### src/rtl/core/ptt_pkg.sv
// ============================================================================
// ptt_pkg
// Shared types and codes for the page table / TLB address translator.
// ============================================================================
package ptt_pkg;

    // Fixed field widths
    localparam int VA_W   = 32;
    localparam int VPG_W  = 25;
    localparam int PPG_W  = 16;
    localparam int PA_W   = 23;
    localparam int LTS_W  = 6;
    localparam int PPC_W  = 17;
    localparam int CFG_IDX_W  = 2;
    localparam int CFG_DATA_W = 17;

    // Item kinds
    localparam logic [1:0] MODE_XLATE = 2'd0;
    localparam logic [1:0] MODE_WRITE = 2'd1;
    localparam logic [1:0] MODE_READ  = 2'd2;

    // Access size codes
    localparam logic [1:0] SIZE_BYTE = 2'd0;
    localparam logic [1:0] SIZE_HALF = 2'd1;

    // Alignment masks
    localparam logic [1:0] HALF_MASK = 2'h1;
    localparam logic [1:0] WORD_MASK = 2'h3;

    // Fault codes
    localparam logic [2:0] FAULT_NONE = 3'd0;
    localparam logic [2:0] FAULT_ADDR = 3'd1;
    localparam logic [2:0] FAULT_PAGE = 3'd2;
    localparam logic [2:0] FAULT_RO   = 3'd3;
    localparam logic [2:0] FAULT_BUS  = 3'd4;

    // Configuration register indexes
    localparam logic [CFG_IDX_W-1:0] CFG_LOOKUP_MODE = 2'd0;
    localparam logic [CFG_IDX_W-1:0] CFG_LINEAR_SIZE = 2'd1;
    localparam logic [CFG_IDX_W-1:0] CFG_PHYS_PAGES  = 2'd2;

    // Configuration reset values
    localparam logic [LTS_W-1:0] LTS_RESET = 6'd32;
    localparam logic [PPC_W-1:0] PPC_RESET = 17'd32;

    typedef struct packed {
        logic [1:0]       mode;
        logic [VA_W-1:0]  virt_addr;
        logic [1:0]       access_size;
        logic             write_access;
        logic [4:0]       entry_index;
        logic             new_valid;
        logic             new_read_only;
        logic             new_use;
        logic             new_dirty;
        logic [VPG_W-1:0] new_virtual_page;
        logic [PPG_W-1:0] new_physical_page;
    } t_req;

    typedef struct packed {
        logic [2:0]       fault_code;
        logic [PA_W-1:0]  phys_addr;
        logic             got_valid;
        logic             got_read_only;
        logic             got_use;
        logic             got_dirty;
        logic [VPG_W-1:0] got_virtual_page;
        logic [PPG_W-1:0] got_physical_page;
    } t_rsp;

    // One translation table entry (45 bits)
    typedef struct packed {
        logic             valid;
        logic             read_only;
        logic             used;
        logic             dirty;
        logic [VPG_W-1:0] virtual_page;
        logic [PPG_W-1:0] physical_page;
    } t_entry;

    typedef struct packed {
        logic             lookup_mode;
        logic [LTS_W-1:0] linear_table_size;
        logic [PPC_W-1:0] phys_page_count;
    } t_cfg;

    // Table port enables
    typedef struct packed {
        logic rd_en;
        logic wr_en;
    } t_tbl_ctl;

    typedef enum logic [1:0] {
        ST_IDLE,
        ST_LOOK,
        ST_READ,
        ST_DONE
    } t_state;

endpackage

### src/rtl/core/ptt_req_if.sv
// ============================================================================
// ptt_req_if
// Request channel: valid/ready handshake carrying one input transaction.
// ============================================================================
interface ptt_req_if;
    logic          valid;
    logic          ready;
    ptt_pkg::t_req data;

    modport source (output valid, output data, input ready);
    modport sink   (input valid, input data, output ready);
endinterface

### src/rtl/core/ptt_rsp_if.sv
// ============================================================================
// ptt_rsp_if
// Response channel: valid/ready handshake carrying one result transaction.
// ============================================================================
interface ptt_rsp_if;
    logic          valid;
    logic          ready;
    ptt_pkg::t_rsp data;

    modport source (output valid, output data, input ready);
    modport sink   (input valid, input data, output ready);
endinterface

### src/rtl/core/ptt_table.sv
// ============================================================================
// ptt_table
// Translation table storage: single-port-read, single-port-write synchronous
// memory with registered read data and per-entry written flags.
// ============================================================================
module ptt_table #(
    parameter int ENTRIES = 32,
    parameter int IDX_W   = 5
) (
    input  logic                 i_clk,
    input  logic                 i_rst_n,
    input  ptt_pkg::t_tbl_ctl    i_ctl,
    input  logic [IDX_W-1:0]     i_rd_addr,
    input  logic [IDX_W-1:0]     i_wr_addr,
    input  ptt_pkg::t_entry      i_wr_data,
    output ptt_pkg::t_entry      o_rd_data
);
    import ptt_pkg::*;

    t_entry               r_mem [ENTRIES];
    logic [ENTRIES-1:0]   r_written;
    t_entry               r_rd_data;
    logic                 r_rd_init;

    // Memory array and read data register
    always_ff @(posedge i_clk) begin
        if (i_ctl.wr_en) begin
            r_mem[i_wr_addr] <= i_wr_data;
        end
        if (i_ctl.rd_en) begin
            r_rd_data <= r_mem[i_rd_addr];
        end
    end

    // Written flags: an entry never written reads as all zero
    always_ff @(posedge i_clk) begin
        if (!i_rst_n) begin
            r_written <= '0;
            r_rd_init <= 1'b0;
        end else begin
            if (i_ctl.wr_en) begin
                r_written[i_wr_addr] <= 1'b1;
            end
            if (i_ctl.rd_en) begin
                r_rd_init <= r_written[i_rd_addr];
            end
        end
    end

    assign o_rd_data = r_rd_init ? r_rd_data : '0;

endmodule

### src/rtl/core/ptt_ctrl.sv
// ============================================================================
// ptt_ctrl
// Transaction sequencer: checks, table lookup and scan, use/dirty
// write-back, and the output register.
// ============================================================================
module ptt_ctrl #(
    parameter int TABLE_ENTRIES = 32,
    parameter int PAGE_BYTES    = 128,
    parameter int IDX_W         = 5
) (
    input  logic                 i_clk,
    input  logic                 i_rst_n,
    input  ptt_pkg::t_cfg        i_cfg,
    ptt_req_if.sink              i_req,
    ptt_rsp_if.source            o_rsp,
    output ptt_pkg::t_tbl_ctl    o_tbl_ctl,
    output logic [IDX_W-1:0]     o_tbl_rd_addr,
    output logic [IDX_W-1:0]     o_tbl_wr_addr,
    output ptt_pkg::t_entry      o_tbl_wr_data,
    input  ptt_pkg::t_entry      i_tbl_rd_data
);
    import ptt_pkg::*;

    // PAGE_BYTES is a power of two: page number and offset are bit fields
    localparam int PAGE_SHIFT = $clog2(PAGE_BYTES);
    localparam int VPN_W      = VA_W - PAGE_SHIFT;
    localparam logic [31:0]      ENT32    = 32'(TABLE_ENTRIES);
    localparam logic [IDX_W-1:0] LAST_IDX = IDX_W'(TABLE_ENTRIES - 1);

    t_state                r_state, n_state;
    logic [VPN_W-1:0]      r_vpn, n_vpn;
    logic [PAGE_SHIFT-1:0] r_off, n_off;
    logic                  r_wr, n_wr;
    logic                  r_assoc, n_assoc;
    logic [IDX_W-1:0]      r_addr, n_addr;
    t_rsp                  r_res, n_res;
    logic                  r_out_valid, n_out_valid;
    t_rsp                  r_out, n_out;

    logic [31:0] vpn32;
    logic [31:0] idx32;
    logic [31:0] lim32;
    logic        misalign;
    logic        hit;
    logic        last;
    t_entry      ent;
    logic        out_free;

    // Input decode
    assign vpn32 = i_req.data.virt_addr >> PAGE_SHIFT;
    assign idx32 = 32'(i_req.data.entry_index);
    assign lim32 = (32'(i_cfg.linear_table_size) > ENT32) ? ENT32
                                                          : 32'(i_cfg.linear_table_size);
    assign misalign =
        ((i_req.data.access_size != SIZE_BYTE) && (i_req.data.access_size != SIZE_HALF)
            && ((i_req.data.virt_addr[1:0] & WORD_MASK) != 2'b00))
        || ((i_req.data.access_size == SIZE_HALF)
            && ((i_req.data.virt_addr[1:0] & HALF_MASK) != 2'b00));

    // Entry compare on returned read data
    assign ent  = i_tbl_rd_data;
    assign hit  = ent.valid && (!r_assoc || (32'(r_vpn) == 32'(ent.virtual_page)));
    assign last = !r_assoc || (r_addr == LAST_IDX);
    assign out_free = !r_out_valid || o_rsp.ready;

    // Next state and table access
    always_comb begin
        n_state       = r_state;
        n_vpn         = r_vpn;
        n_off         = r_off;
        n_wr          = r_wr;
        n_assoc       = r_assoc;
        n_addr        = r_addr;
        n_res         = r_res;
        n_out_valid   = r_out_valid && !o_rsp.ready;
        n_out         = r_out;
        i_req.ready   = 1'b0;
        o_tbl_ctl     = '0;
        o_tbl_rd_addr = r_addr;
        o_tbl_wr_addr = r_addr;
        o_tbl_wr_data = ent;

        unique case (r_state)
            ST_IDLE: begin
                i_req.ready = 1'b1;
                if (i_req.valid) begin
                    n_vpn   = vpn32[VPN_W-1:0];
                    n_off   = i_req.data.virt_addr[PAGE_SHIFT-1:0];
                    n_wr    = i_req.data.write_access;
                    n_assoc = i_cfg.lookup_mode;
                    n_res   = '0;
                    n_state = ST_DONE;
                    unique case (i_req.data.mode)
                        MODE_XLATE: begin
                            if (misalign) begin
                                n_res.fault_code = FAULT_ADDR;
                            end else if (i_cfg.lookup_mode) begin
                                // Scan starts at entry zero
                                o_tbl_ctl.rd_en = 1'b1;
                                o_tbl_rd_addr   = '0;
                                n_addr          = '0;
                                n_state         = ST_LOOK;
                            end else if (vpn32 >= lim32) begin
                                n_res.fault_code = FAULT_ADDR;
                            end else begin
                                o_tbl_ctl.rd_en = 1'b1;
                                o_tbl_rd_addr   = vpn32[IDX_W-1:0];
                                n_addr          = vpn32[IDX_W-1:0];
                                n_state         = ST_LOOK;
                            end
                        end
                        MODE_WRITE: begin
                            if (idx32 < ENT32) begin
                                o_tbl_ctl.wr_en             = 1'b1;
                                o_tbl_wr_addr               = idx32[IDX_W-1:0];
                                o_tbl_wr_data.valid         = i_req.data.new_valid;
                                o_tbl_wr_data.read_only     = i_req.data.new_read_only;
                                o_tbl_wr_data.used          = i_req.data.new_use;
                                o_tbl_wr_data.dirty         = i_req.data.new_dirty;
                                o_tbl_wr_data.virtual_page  = i_req.data.new_virtual_page;
                                o_tbl_wr_data.physical_page = i_req.data.new_physical_page;
                            end
                        end
                        MODE_READ: begin
                            if (idx32 < ENT32) begin
                                o_tbl_ctl.rd_en = 1'b1;
                                o_tbl_rd_addr   = idx32[IDX_W-1:0];
                                n_state         = ST_READ;
                            end
                        end
                        default: begin
                            // Unused mode: all-zero result
                        end
                    endcase
                end
            end

            ST_LOOK: begin
                if (hit) begin
                    n_state = ST_DONE;
                    if (ent.read_only && r_wr) begin
                        n_res.fault_code = FAULT_RO;
                    end else if ({1'b0, ent.physical_page} >= i_cfg.phys_page_count) begin
                        n_res.fault_code = FAULT_BUS;
                    end else begin
                        // Write back with use and dirty marks updated
                        o_tbl_ctl.wr_en     = 1'b1;
                        o_tbl_wr_data.used  = 1'b1;
                        o_tbl_wr_data.dirty = ent.dirty || r_wr;
                        n_res.fault_code    = FAULT_NONE;
                        n_res.phys_addr     = PA_W'({ent.physical_page, r_off});
                    end
                end else if (last) begin
                    n_res.fault_code = FAULT_PAGE;
                    n_state          = ST_DONE;
                end else begin
                    // Next entry of the associative scan
                    o_tbl_ctl.rd_en = 1'b1;
                    o_tbl_rd_addr   = r_addr + IDX_W'(1);
                    n_addr          = r_addr + IDX_W'(1);
                end
            end

            ST_READ: begin
                n_res.got_valid         = ent.valid;
                n_res.got_read_only     = ent.read_only;
                n_res.got_use           = ent.used;
                n_res.got_dirty         = ent.dirty;
                n_res.got_virtual_page  = ent.virtual_page;
                n_res.got_physical_page = ent.physical_page;
                n_state                 = ST_DONE;
            end

            ST_DONE: begin
                if (out_free) begin
                    n_out_valid = 1'b1;
                    n_out       = r_res;
                    n_state     = ST_IDLE;
                end
            end

            default: begin
                n_state = ST_IDLE;
            end
        endcase
    end

    // Control registers
    always_ff @(posedge i_clk) begin
        if (!i_rst_n) begin
            r_state     <= ST_IDLE;
            r_out_valid <= 1'b0;
        end else begin
            r_state     <= n_state;
            r_out_valid <= n_out_valid;
        end
    end

    // Payload registers
    always_ff @(posedge i_clk) begin
        r_vpn   <= n_vpn;
        r_off   <= n_off;
        r_wr    <= n_wr;
        r_assoc <= n_assoc;
        r_addr  <= n_addr;
        r_res   <= n_res;
        r_out   <= n_out;
    end

    assign o_rsp.valid = r_out_valid;
    assign o_rsp.data  = r_out;

endmodule

### src/rtl/core/page_table_tlb_address_translator_top.sv
// Page table / TLB address translator. One transaction is handled at a time;
// its result goes to an output register, so the next request is taken while
// a result still waits to be read. Entry writes, unused modes and alignment
// or range faults go straight to the result; entry reads and linear-mode
// translations first read the addressed entry; an associative translation
// scans from entry zero until a hit or the last entry. The associative
// search reads one entry per cycle from the single read port of the table
// memory; a hit with no fault writes the use and dirty marks back in the
// cycle that evaluates it. The table needs no clearing pass after reset.
// PAGE_BYTES must be a power of two.
// ============================================================================
// page_table_tlb_address_translator_top
// Top level: configuration registers, table memory and sequencer.
// ============================================================================
module page_table_tlb_address_translator_top #(
    parameter int TABLE_ENTRIES = 32,
    parameter int PAGE_BYTES    = 128
) (
    input  logic                              i_clk,
    input  logic                              i_rst_n,
    input  logic                              i_cfg_we,
    input  logic [ptt_pkg::CFG_IDX_W-1:0]     i_cfg_idx,
    input  logic [ptt_pkg::CFG_DATA_W-1:0]    i_cfg_data,
    ptt_req_if.sink                           i_req,
    ptt_rsp_if.source                         o_rsp
);
    import ptt_pkg::*;

    localparam int IDX_W = (TABLE_ENTRIES > 1) ? $clog2(TABLE_ENTRIES) : 1;

    t_cfg             r_cfg;
    t_tbl_ctl         tbl_ctl;
    logic [IDX_W-1:0] tbl_rd_addr;
    logic [IDX_W-1:0] tbl_wr_addr;
    t_entry           tbl_wr_data;
    t_entry           tbl_rd_data;

    // Configuration registers
    always_ff @(posedge i_clk) begin
        if (!i_rst_n) begin
            r_cfg.lookup_mode       <= 1'b0;
            r_cfg.linear_table_size <= LTS_RESET;
            r_cfg.phys_page_count   <= PPC_RESET;
        end else if (i_cfg_we) begin
            unique case (i_cfg_idx)
                CFG_LOOKUP_MODE: r_cfg.lookup_mode       <= i_cfg_data[0];
                CFG_LINEAR_SIZE: r_cfg.linear_table_size <= i_cfg_data[LTS_W-1:0];
                CFG_PHYS_PAGES:  r_cfg.phys_page_count   <= i_cfg_data[PPC_W-1:0];
                default: begin
                    // Index beyond the register list: ignored
                end
            endcase
        end
    end

    // Transaction sequencer
    ptt_ctrl #(
        .TABLE_ENTRIES (TABLE_ENTRIES),
        .PAGE_BYTES    (PAGE_BYTES),
        .IDX_W         (IDX_W)
    ) u_ctrl (
        .i_clk         (i_clk),
        .i_rst_n       (i_rst_n),
        .i_cfg         (r_cfg),
        .i_req         (i_req),
        .o_rsp         (o_rsp),
        .o_tbl_ctl     (tbl_ctl),
        .o_tbl_rd_addr (tbl_rd_addr),
        .o_tbl_wr_addr (tbl_wr_addr),
        .o_tbl_wr_data (tbl_wr_data),
        .i_tbl_rd_data (tbl_rd_data)
    );

    // Translation table memory
    ptt_table #(
        .ENTRIES (TABLE_ENTRIES),
        .IDX_W   (IDX_W)
    ) u_table (
        .i_clk     (i_clk),
        .i_rst_n   (i_rst_n),
        .i_ctl     (tbl_ctl),
        .i_rd_addr (tbl_rd_addr),
        .i_wr_addr (tbl_wr_addr),
        .i_wr_data (tbl_wr_data),
        .o_rd_data (tbl_rd_data)
    );

endmodule
### src/flat_wrapper.sv
// flat-port wrapper written by rule: the top's interface ports become plain ports
module page_table_tlb_address_translator_top_flat import ptt_pkg::*;
#(
    parameter int TABLE_ENTRIES = 32,
    parameter int PAGE_BYTES    = 128
)
  (i_clk, i_rst_n, i_cfg_we, i_cfg_idx, i_cfg_data, i_req_valid, i_req_data, i_req_ready, o_rsp_valid, o_rsp_data, o_rsp_ready);
  ptt_req_if i_req_i ();
  ptt_rsp_if o_rsp_i ();
  input  logic i_clk;
  input  logic i_rst_n;
  input  logic i_cfg_we;
  input  logic [ptt_pkg::CFG_IDX_W-1:0] i_cfg_idx;
  input  logic [ptt_pkg::CFG_DATA_W-1:0] i_cfg_data;
  input wire logic [$bits(i_req_i.valid)-1:0] i_req_valid;
  input wire logic [$bits(i_req_i.data)-1:0] i_req_data;
  output wire logic [$bits(i_req_i.ready)-1:0] i_req_ready;
  output wire logic [$bits(o_rsp_i.valid)-1:0] o_rsp_valid;
  output wire logic [$bits(o_rsp_i.data)-1:0] o_rsp_data;
  input wire logic [$bits(o_rsp_i.ready)-1:0] o_rsp_ready;
  assign i_req_i.valid = i_req_valid;
  assign i_req_i.data = i_req_data;
  assign i_req_ready = i_req_i.ready;
  assign o_rsp_valid = o_rsp_i.valid;
  assign o_rsp_data = o_rsp_i.data;
  assign o_rsp_i.ready = o_rsp_ready;
  page_table_tlb_address_translator_top #(.TABLE_ENTRIES(TABLE_ENTRIES), .PAGE_BYTES(PAGE_BYTES)) u_core (.i_clk(i_clk), .i_rst_n(i_rst_n), .i_cfg_we(i_cfg_we), .i_cfg_idx(i_cfg_idx), .i_cfg_data(i_cfg_data), .i_req(i_req_i), .o_rsp(o_rsp_i));
endmodule
### config.mk
export PLATFORM = sky130hd
export DESIGN_NAME = page_table_tlb_address_translator_top_flat
export DESIGN_NICKNAME = d
export VERILOG_FILES = /design/src/rtl/core/ptt_pkg.sv /design/src/rtl/core/ptt_req_if.sv /design/src/rtl/core/ptt_rsp_if.sv /design/src/rtl/core/ptt_table.sv /design/src/rtl/core/ptt_ctrl.sv /design/src/rtl/core/page_table_tlb_address_translator_top.sv /design/src/flat_wrapper.sv
export SDC_FILE = /design/constraint.sdc
export NUM_CORES = 2
export LEC_CHECK = 0
export ABC_AREA = 1
export BUFFER_PORTS_ARGS = -buffer_cell sky130_fd_sc_hd__buf_2
export CAP_MARGIN = 20
export CORE_UTILIZATION = 53
export DETAILED_ROUTE_END_ITERATION = 6
export PLACE_DENSITY = 0.72
export SLEW_MARGIN = 25
export SYNTH_ARGS = -nofsm -noshare
export SYNTH_HDL_FRONTEND = slang
export SYNTH_SLANG_ARGS = --single-unit
### constraint.sdc
create_clock -name i_clk -period 6.1 [get_ports i_clk]
set_clock_uncertainty 0.05 [all_clocks]
set_input_delay 0.915 -clock i_clk [delete_from_list [all_inputs] [get_ports i_clk]]
set_output_delay 0.915 -clock i_clk [all_outputs]
set_load 0.01 [all_outputs]
# Word-level counts from Yosys, hierarchy flattened
# Memory sizes are Yosys's and may differ from the RTL's. A register that Yosys moved wholly into a read port is not among the register bits.
# Cells that the tools add are included.
# op_classes
reduce_logical,32
add_sub_neg,1
order_cmp,7
muxes,72
bitwise_logic,1
eq_ne,18
# op_table
op,n
$mux 45,4
$pmux 45 s2,1
$mux 71,1
$mux 23,3
$mux 5,12
$pmux 26 s2,1
$mux 41,1
$or 32x32->32,1
$pmux 5 s2,3
$eq 25x25->1,1
$ge 25x6->1,1
$mux 2,12
$mux 3,7
$mux 1,19
$lt 5x6->1 const B,3
$ge 16x17->1,1
$pmux 2 s2,3
$reduce_and 2->1,6
$ne 2x2->1 const B,5
$reduce_and 3->1,3
$eq 2x1->1 const B,4
$eq 2x2->1 const B,4
$pmux 2 s4,1
$reduce_bool 2->1,4
15 further kinds,30
# totals
regBits,241
mem_count,1
word_cells,160
ram_bits,1440
out_inout_bits,73
# memory_table
name,words,word_bits,rd,rd_clocked_by_memory_dff,write_ports,line_no,source
u_core.u_table.r_mem,32,45,1,1,1,ptt_table.sv:20,t_entry r_mem [ENTRIES];

# Longest topological paths before layout
# logic_depth
word_depth,11
ltp_mapped,27

# Hierarchy
# A second synthesis with hierarchy kept.
# hier_totals
cells_unflattened,5967
hier_area_um2,70069.7
# by_module_without_submodules
module,area_each_um2,seq_area_each_um2,instances,cells_each
ptt_table,60498.0,45253.4,1,4965
ptt_ctrl,8562.0,5495.3,1,851
page_table_tlb_address_translator_top,1009.7,480.5,1,151

# Least setup slack after synthesis
# No wires, ideal clock.
# synth_path
path_kind,input -> register
startpoint,in i_req_data[64]
endpoint,reg u_core.u_table.r_rd_init
required_ns,5.993
arrival_ns,5.636
setup_ns,0.057
path_stages,14
path_buffers,0
setup_slack_ns,0.356
cell_sequence,ha_1 > nand2_1 > nand2_1 > nand2_1 > nand3_1 > nor2_1 > a21boi_0 > nor2_1 > o21ai_0 > o21ai_0 > o21ai_0 > inv_1 > nand2_1 > inv_1
# synth_rtl
element,line_no,source
"start, declared",flat_wrapper.sv:16,input wire logic [$bits(i_req_i.data)-1:0] i_req_data;
"end signal, assigned",ptt_table.sv:45,r_rd_init <= r_written[i_rd_addr];
"end, declared",ptt_table.sv:23,logic r_rd_init;

==> flow_metrics.tcl <==
set metrics [dict create \
    drv_cap 0 \
    synth_top_family_by_area "compound AO/OA/AOI/OAI gates" \
    final_antenna_net_count 0 \
    ios 184 \
    drive_above_1_share_pct 11.87 \
    finalHoldViolations 0 \
    end_kind "register" \
    die_h_um 364.4 \
    drt_iter0_markers 7239 \
    wl_per_cell_um 26.46 \
    clk_latency_ns 0.80 \
    wirelength_um 193300 \
    drcViolationCount 0 \
    rsz0062_at_grt "false" \
    multi_input_area_um2 16190 \
    synth_top_area_share_pct 71.86 \
    p_leak_nw 26.60 \
    synth-seq-cells 1726 \
    syn_inst 5266 \
    hold_start "i_req_data[55]" \
    crit_family "simple AND/OR/NAND/NOR gates" \
    cts_tree "done" \
    final_core_util_pct 60.48 \
    critical_path.max_fanout 47 \
    via_per_inst 6.219 \
    fin_crit_ns 5.717 \
    n_fill_cell 9650 \
    slew_headroom_pct 32.73 \
    antenna_found_initial 2 \
    dp_slack_ns 0.5836 \
    synth_edf_count 1666 \
    synth_compound_area_share_pct 11.76 \
    reg2reg_from "u_core.u_table.r_rd_init$_SDFFE_PN0P_" \
    place.gp.congestion 0.8883 \
    fin_ws_ns 0.3827 \
    worst-endpoint-arrival_ns 6.14 \
    dpl_cell_area_um2 73380 \
    startpoint "u_core.u_table.r_rd_init$_SDFFE_PN0P_" \
    ys_top_cells_by_count "edfxtp_1 (1666), o211ai_1 (682), nand2_1 (530)" \
    synthAdderAreaFrac_pct 0.5032 \
    critical_path_class "reg -> reg" \
    fp.dieArea_um2 132800 \
    power_per_cell_area_nw_per_um2 581.5 \
    slowest_delay_ns 0.85 \
    clkSinkCount 1726 \
    regArea_um2 51230 \
    cts.htree.levels 4 \
    peakVddDrop_mv 0.8935 \
    grt_pass1_wl_um 281100 \
    synth_top_area_cell "edfxtp_1" \
    syn-num-nets 5405 \
    fmax_mhz 174.9 \
    fin_setup_tns_ns 0 \
    cts_root_buf "clkbuf_16" \
    avgSynthCellArea_um2 13.22 \
    clk_pin_slew_ns 0.06 \
    drv_slew 0 \
    hold_path_class "in -> reg" \
    slowest_stage "dfxtp_4" \
    grt_pass1_vias 42810 \
    grt_max_degree 177 \
    synth_flop_cell "edfxtp_1" \
    clk_path_buf_depth 3 \
    crit_top_cell "nand2_1" \
    period_share_pct 93.73 \
    yosysSeqAreaShare_pct 73.58 \
    cts-buffers-inserted 165 \
    nets 5571 \
    portBuffers 183 \
    start_kind "register" \
    dp_hpwl_um 106900 \
    synth-xor-area-share_pct 0.07548 \
    dr.pass1.iters 5 \
    cts_setup_buffers 0 \
    synthMuxAreaShare_pct 0 \
    yosys_warnings 0 \
    rows 132 \
    synthSimpleGateAreaFrac_pct 10.45 \
    final_cell_area_um2 78610 \
    core_um2 130000 \
    synth.distinct_cells 43 \
    grt_use_total_pct 28.91 \
    status "complete, no violations" \
    cp.required_ns 6.52 \
    synth_area_um2 69620 \
    crit_path_cell_trace "nand2_1, inv_1, ha_1, a21oi_1, o21ai_0, a21oi_1, nor2_1, o21ai_0, a21oi_1, nor3_1, nand2_1, a2bb2oi_1, nand3_1, nand2_1, nand2_1, nor2_1, nand2_1, clkinv_2, buf_4" \
    async_flop_share_pct 0 \
    synth.most_common_cell "edfxtp_1" \
    path_buf_inv 3 \
    final-setup-viol-count 0 \
    ctsHoldBuffers 0 \
    initial_core_util_pct 53.56 \
    via_count 45430 \
    syn_to_final_growth_pct 12.92 \
    tightest_slew_ns 1.009 \
    yosys-top-cells-area "edfxtp_1 (72%), o211ai_1 (7.4%), nand2_1 (2.9%), nor2_1 (2.7%), o21ai_0 (2.7%)" \
    die_w_um 364.4 \
    gr-total-overflow 0 \
    cts-resized-gates 0 \
]
## cell usage in the layout, fill, tap and decap left out, types with 4 or more instances in the layout
| master | count |
|---|---|
| a211oi_1 | 4 |
| a21oi_1 | 69 |
| a21oi_2 | 28 |
| a21oi_4 | 12 |
| buf_12 | 48 |
| buf_2 | 183 |
| buf_4 | 112 |
| bufinv_16 | 12 |
| clkbuf_1 | 38 |
| clkbuf_16 | 172 |
| clkbuf_8 | 4 |
| clkinv_1 | 40 |
| clkinv_2 | 56 |
| clkinvlp_4 | 5 |
| dfxtp_1 | 59 |
| edfxtp_1 | 1666 |
| ha_1 | 28 |
| inv_1 | 226 |
| nand2_1 | 530 |
| nand3_1 | 305 |
| nand3b_1 | 8 |
| nand4_1 | 5 |
| nor2_1 | 495 |
| nor3_1 | 7 |
| o211ai_1 | 682 |
| o21ai_0 | 365 |
| o21ai_1 | 43 |
| o21ai_4 | 6 |
| o21bai_1 | 45 |
| or2_0 | 144 |
| or2_1 | 126 |
| xor2_1 | 5 |
## layout make-up
class	count	share of cell area, %
clock buffers	214	5.727
flip-flops and latches	1726	65.17
repair buffers	344	3.471
multi-input cells	2927	20.60
well taps	1742	2.773
inverters	268	1.364
diodes	3	0.009550
clock inverters	81	0.8881
## registers in the layout, indices dropped and copies added (netlist names)
signal	cells
u_core.u_ctrl.o_rsp.valid	1
u_core.u_table.r_written	32
u_core.u_ctrl.r_wr	1
u_core.u_table.r_mem	1440
u_core.u_table.r_rd_data	45
u_core.u_ctrl.r_addr	5
u_core.u_ctrl.o_rsp.data	71
u_core.r_cfg	24
u_core.u_ctrl.r_vpn	25
u_core.u_table.r_rd_init	1
u_core.u_ctrl.r_res	71
u_core.u_ctrl.r_state	2
u_core.u_ctrl.r_assoc	1
u_core.u_ctrl.r_off	7
## path summary, 6_finish.rpt
kind                                            endpoint  slack (ns)  cells after the start
setup / recovery   u_core.u_table.r_mem[10][7]$_DFFE_PP_        0.38                     19
hold / removal          u_core.u_ctrl.r_off[2]$_DFFE_PP_        0.26                      1
setup reg to reg   u_core.u_table.r_mem[10][7]$_DFFE_PP_        0.38                     19
hold reg to reg   u_core.u_ctrl.o_rsp.data[24]$_DFFE_PP_        0.36                      0
## kinds of logic (layout without fill, tap and decap cells)
| family | after synthesis | after routing |
|---|---|---|
| other cells | 0 | 3 |
| compound gates | 1262 | 1262 |
| simple gates | 1631 | 1631 |
| xor+xnor | 6 | 6 |
| flops | 1726 | 1726 |
| fa+ha+maj | 28 | 28 |
| buf+inv | 613 | 907 |
## per-stage QoR
step / power, mW / hold slack [ns] / std cells
finish: 45.72 / 0.2605 / 7305
global route: 47.85 / 0.2347 / 7303
CTS: 45.42 / 0.2116 / 7302
detailed placement: 35.53 / 0.3545 / 7007
global placement: 35.12 / 0.3510 / 7007
floorplan: 28.86 / 0.3503 / 5266
## report_power, final
group / internal [mW] / switching [mW] / leakage, nW
clock: 5.69 / 4.28 / 2.54
combinational: 6.02 / 14.4 / 8.18
sequential: 14.8 / 0.443 / 15.9
total: 26.6 / 19.2 / 26.6
## layer usage
layer  GRT usage (%)  part of all wire, %  vias up
met5               0                    0        -
met4           10.49                  3.2        0
met3           6.235                   12      413
met2           43.44                   45     2939
met1           41.69                   39    22290
li1                -                    -    19790
Power figures use the tool's default switching activity.
